$ cat config.mk
export PLATFORM = sky130hd
export DESIGN_NAME = hbe_div
export DESIGN_NICKNAME = d
export VERILOG_FILES = /design/src/rtl/core/hbe_pkg.sv /design/src/rtl/core/hbe_div.sv
export SDC_FILE = /design/constraint.sdc
export NUM_CORES = 1
export LEC_CHECK = 0
export BUFFER_PORTS_ARGS = -buffer_cell sky130_fd_sc_hd__clkbuf_2
export CAP_MARGIN = 5
export CORE_UTILIZATION = 40
export DETAILED_ROUTE_END_ITERATION = 8
export HOLD_SLACK_MARGIN = 0.15
export PLACE_DENSITY = 0.63
export SYNTH_ARGS = -nofsm -noshare
export SYNTH_HDL_FRONTEND = slang
export SYNTH_SLANG_ARGS = --single-unit
$ cat constraint.sdc
create_clock -name clk_i -period 3.94 [get_ports clk_i]
set_clock_uncertainty 0.2 [all_clocks]
set_input_delay 0 -clock clk_i [delete_from_list [all_inputs] [get_ports clk_i]]
set_output_delay 0 -clock clk_i [all_outputs]
set_load 0.005 [all_outputs]
$ cat src/rtl/core/hbe_pkg.sv
package hbe_pkg;

  // sizes of the histogram
  localparam int unsigned MAX_BINS = 256;
  localparam int unsigned DEPTH    = MAX_BINS + 2;
  localparam int unsigned SAMPLE_W = 16;
  localparam int unsigned CNT_W    = 32;
  localparam int unsigned IDX_W    = 9;
  localparam int unsigned ADDR_W   = $clog2(DEPTH);
  localparam int unsigned DIVD_W   = SAMPLE_W + IDX_W;
  localparam int unsigned STEP_W   = $clog2(IDX_W + 1);

  // operation carried by an input word
  typedef enum logic [1:0] {
    KIND_FILL  = 2'd0,
    KIND_READ  = 2'd1,
    KIND_CLEAR = 2'd2
  } kind_e;

  // configuration register indexes
  typedef enum logic [1:0] {
    REG_RANGE_LOW  = 2'd0,
    REG_RANGE_HIGH = 2'd1,
    REG_BIN_COUNT  = 2'd2
  } cfg_reg_e;

  // sequencer states
  typedef enum logic [2:0] {
    ST_CLEAR,
    ST_IDLE,
    ST_CALC,
    ST_DIV,
    ST_READ,
    ST_UPDATE,
    ST_DONE
  } state_e;

  // saturating increment of a counter
  function automatic logic [CNT_W-1:0] cnt_bump(input logic [CNT_W-1:0] v);
    cnt_bump = (v == {CNT_W{1'b1}}) ? v : v + CNT_W'(1);
  endfunction

endpackage

$ cat src/rtl/core/hbe_div.sv
module hbe_div import hbe_pkg::*; (
  input  logic                clk_i,
  input  logic                rst_ni,
  input  logic                start_i,
  input  logic [DIVD_W-1:0]   dividend_i,
  input  logic [SAMPLE_W-1:0] divisor_i,
  output logic                done_o,
  output logic [IDX_W-1:0]    quotient_o
);

  // restoring divider, one quotient bit per cycle; the quotient is known
  // to fit in IDX_W bits, so the upper dividend bits seed the remainder
  logic [SAMPLE_W-1:0] rem_q, rem_d;
  logic [IDX_W-1:0]    quo_q, quo_d;
  logic [SAMPLE_W-1:0] dvs_q, dvs_d;
  logic [STEP_W-1:0]   cnt_q, cnt_d;
  logic                done_q, done_d;
  logic [SAMPLE_W:0]   trial;
  logic                fits;

  assign trial = {rem_q, quo_q[IDX_W-1]};
  assign fits  = trial >= {1'b0, dvs_q};

  // step logic
  always_comb begin
    rem_d  = rem_q;
    quo_d  = quo_q;
    dvs_d  = dvs_q;
    cnt_d  = cnt_q;
    done_d = 1'b0;
    if (start_i) begin
      rem_d = dividend_i[DIVD_W-1:IDX_W];
      quo_d = dividend_i[IDX_W-1:0];
      dvs_d = divisor_i;
      cnt_d = STEP_W'(IDX_W);
    end else if (cnt_q != '0) begin
      rem_d  = fits ? SAMPLE_W'(trial - {1'b0, dvs_q}) : trial[SAMPLE_W-1:0];
      quo_d  = {quo_q[IDX_W-2:0], fits};
      cnt_d  = cnt_q - STEP_W'(1);
      done_d = (cnt_q == STEP_W'(1));
    end
  end

  always_ff @(posedge clk_i or negedge rst_ni) begin
    if (!rst_ni) begin
      cnt_q  <= '0;
      done_q <= 1'b0;
    end else begin
      cnt_q  <= cnt_d;
      done_q <= done_d;
    end
  end

  always_ff @(posedge clk_i) begin
    rem_q <= rem_d;
    quo_q <= quo_d;
    dvs_q <= dvs_d;
  end

  assign done_o     = done_q;
  assign quotient_o = quo_q;

  // the remainder always stays below the divisor while stepping
  a_rem_below: assert property (@(posedge clk_i) disable iff (!rst_ni)
    (cnt_q != '0) |-> (rem_q < dvs_q))
    else $error("divider remainder not below divisor");

  // done follows the last step only
  a_done_once: assert property (@(posedge clk_i) disable iff (!rst_ni)
    done_q |-> (cnt_q == '0) && ($past(cnt_q) == STEP_W'(1)))
    else $error("divider done without last step");

  // no restart while stepping
  a_no_restart: assert property (@(posedge clk_i) disable iff (!rst_ni)
    start_i |-> (cnt_q == '0))
    else $error("divider started while busy");

endmodule

==> out/summary.txt <==
cts hold-fix bufs: 44
Max Slew Vio Count: 0
final instance area: 3707 sq um
die area: 7349 sq um
Max clock buf depth: 2
starting density of the core: 41.27%
GRT overflow: 0
num rows: 30
chip height: 85.73 um
synthesized area per cell: 11.13 sq um
Synth top area share: 43.91%
maxcap violations: 0
Req. time, crit path: 3.80 ns
Worst R2R Start: rem_q[6]
worst hold path type: in2reg
worst-path fanout max: 11
CP Launch Type: register
Tcrit/Tclk final: 79.20%
endpoints failing setup: 0
P_leak: 1.609 nW
FF+latch count, synth: 46
hold-critical path depth: 2
arrival time at the worst endpoint: 2.98 ns
Fin Setup TNS: 0 ns
TritonRoute pass-1 iters: 4
IO buf count: 53
post-layout worst setup margin: 0.8196 ns
FFs w/ async S/R, synth: 10.87%
vias per cell: 5.029
Worst-path clk slew: 0.09 ns
P per Cell Area: 652.1 nW/um^2
post-synth cell types: 45
vias in the first global route: 2263
Seq/Total Area, Yosys: 48.37%
CTS tree: built
CP Capture Type: register
Fin. Hold Viols: 0
final core occ: 54.57%
Post-Place Setup Slack: 0.8416 ns
Clk Latency, worst-skew pair: 0.30 ns
clk sinks: 46
Worst Tran Pin Value: 1.145 ns
Final min period: 3.120 ns
layout cells sized above 1: 23.21%
Synth-to-Final Area Change: 32.22%
outcome: finished, final reports clean
Netlist Area Pre-Place: 2804 sq um
number of remaining DRC errors: 0
synthesized net count: 316
worst vdd ir: 0.2958 mV
CTS H-tree lvls: 2
# IOs: 54
total CTS buffers: 5
global-route wire length before repair: 10610 um
initial antenna violation count: 0
GPL Wtd Cong: 0.8232
WHS Endpoint: dvs_q[13]
Filler cells: 580
Worst slew margin: 23.49%
FMAX: 320.5 MHz
commonest cells in the netlist: 41 x edfxtp_1, 23 x inv_1, 21 x nand2_1, 19 x ha_1, 16 x nor2_1
Yosys top cell by area: edfxtp_1
unrepaired setup endpoints after global routing: false
post-synthesis cell count: 252
count leader, synth: edfxtp_1
FF-to-FF End: rem_q[14]
largest net degree at the start of global routing: 60
Post-synth EDFFs: 41
final WL: 6442 um
Synth area leaders: edfxtp_1 44%, ha_1 8.5%, mux2_2 5.2%
PostCTS Resize Cnt: 0
Warnings, synthesis: 0
FF-to-FF setup slack: 0.82 ns
reg2reg path depth: 7
iteration-0 DRC count of the detailed router: 115
# diodes: 0
final HPWL from detailed placement: 4372 um
Core Area: 6794 sq um
predominant post-synthesis flop cell: edfxtp_1
total power: 2.417 mW
setup bufs post-CTS: 0
drt wl/cell: 14.48 um
type of the worst setup path: reg2reg
Die W: 85.73 um
clk root buf: clkbuf_8
Placed Area: 3157 sq um
via count: 2238
Post-DRT Antenna Nets: 0
GRT Util Overall: 18.53%
hold_sp: divisor_i[13]
nets@finish: 412
-- area by class of cell --
cell class / instances / area [sq um] / area share, %
clock buffer: 6 / 72.57 / 1.957
timing repair buffer: 99 / 720.7 / 19.44
tap: 96 / 120.1 / 3.240
inverter: 23 / 86.33 / 2.329
multi-input combinational: 173 / 1314 / 35.44
clock inverter: 2 / 37.54 / 1.012
sequential: 46 / 1356 / 36.58
-- layer usage --
layer	up-vias	GRT usage, %	part of all wire (%)
li1	1106	-	-
met1	1068	24.08	44
met2	54	31.35	50
met3	10	3.561	4.3
met4	0	5.909	1.6
met5	-	0	0
-- critical path, stage by stage, from the launching register on --
cell,delay [ns]
edfxtp_1,0.44
ha_1,0.41
nand2_1,0.11
o31ai_1,0.34
a211oi_2,0.13
a21oi_2,0.59
mux2_2,0.41
mux2_2,0.26
-- cells by family (layout without fill, tap and decap cells) --
group / count (synthesis) / after routing / synth area share (%)
XOR/XNOR: 15 / 15 / 4.686
adder cells (fa/ha/maj): 20 / 20 / 9.192
AND/OR/NAND/NOR: 56 / 56 / 9.148
flip-flops: 46 / 46 / 48.37
multiplexers: 24 / 24 / 9.192
buffers and inverters: 33 / 130 / 4.774
AO/OA/AOI/OAI: 58 / 58 / 14.64
-- stage by stage --
step / hold slack, ns / std cells
4_1_cts: 0.1997 / 445
6_report: 0.2104 / 445
3_5_place_dp: -0.3660 / 393
3_3_place_gp: -0.3762 / 393
2_1_floorplan: -0.4956 / 252
5_1_grt: 0.1960 / 445
-- state kept, by name, indices dropped and copies added, names as in the netlist --
| name | flops |
|---|---|
| dvs_q | 16 |
| quotient_o | 9 |
| rem_q | 16 |
| cnt_q | 4 |
| done_o | 1 |
-- how the worst max path moves through the flow --
stage,start,end,cells past startpoint
after global placement,quotient_o[8],rem_q[12],11
final,rem_q[6],rem_q[14],7
after detailed placement,rem_q[6],rem_q[14],7
after floorplan,quotient_o[8],rem_q[12],11
after CTS,rem_q[6],rem_q[4],7
after global routing,quotient_o[8],rem_q[14],11
-- cell usage in the layout, fill, tap and decap left out, types with 8 or more instances in the layout --
master | synthesis | layout
xnor2_1 | 13 | 13
clkbuf_2 | 1 | 53
inv_1 | 23 | 23
nor2_1 | 16 | 16
o21ai_0 | 10 | 10
nand2_1 | 21 | 21
o21ai_1 | 8 | 8
mux2_2 | 13 | 13
mux2i_1 | 10 | 10
a21oi_1 | 13 | 13
edfxtp_1 | 41 | 41
dlygate4sd3_1 | 0 | 44
ha_1 | 19 | 19
-- power breakdown --
group          leakage, nW  switching, mW  internal, mW
logic                 1.07          0.687         0.609
clock network       0.0514          0.161         0.189
registers            0.486         0.0754         0.696
No activity file was read; power rests on OpenSTA's default activity.
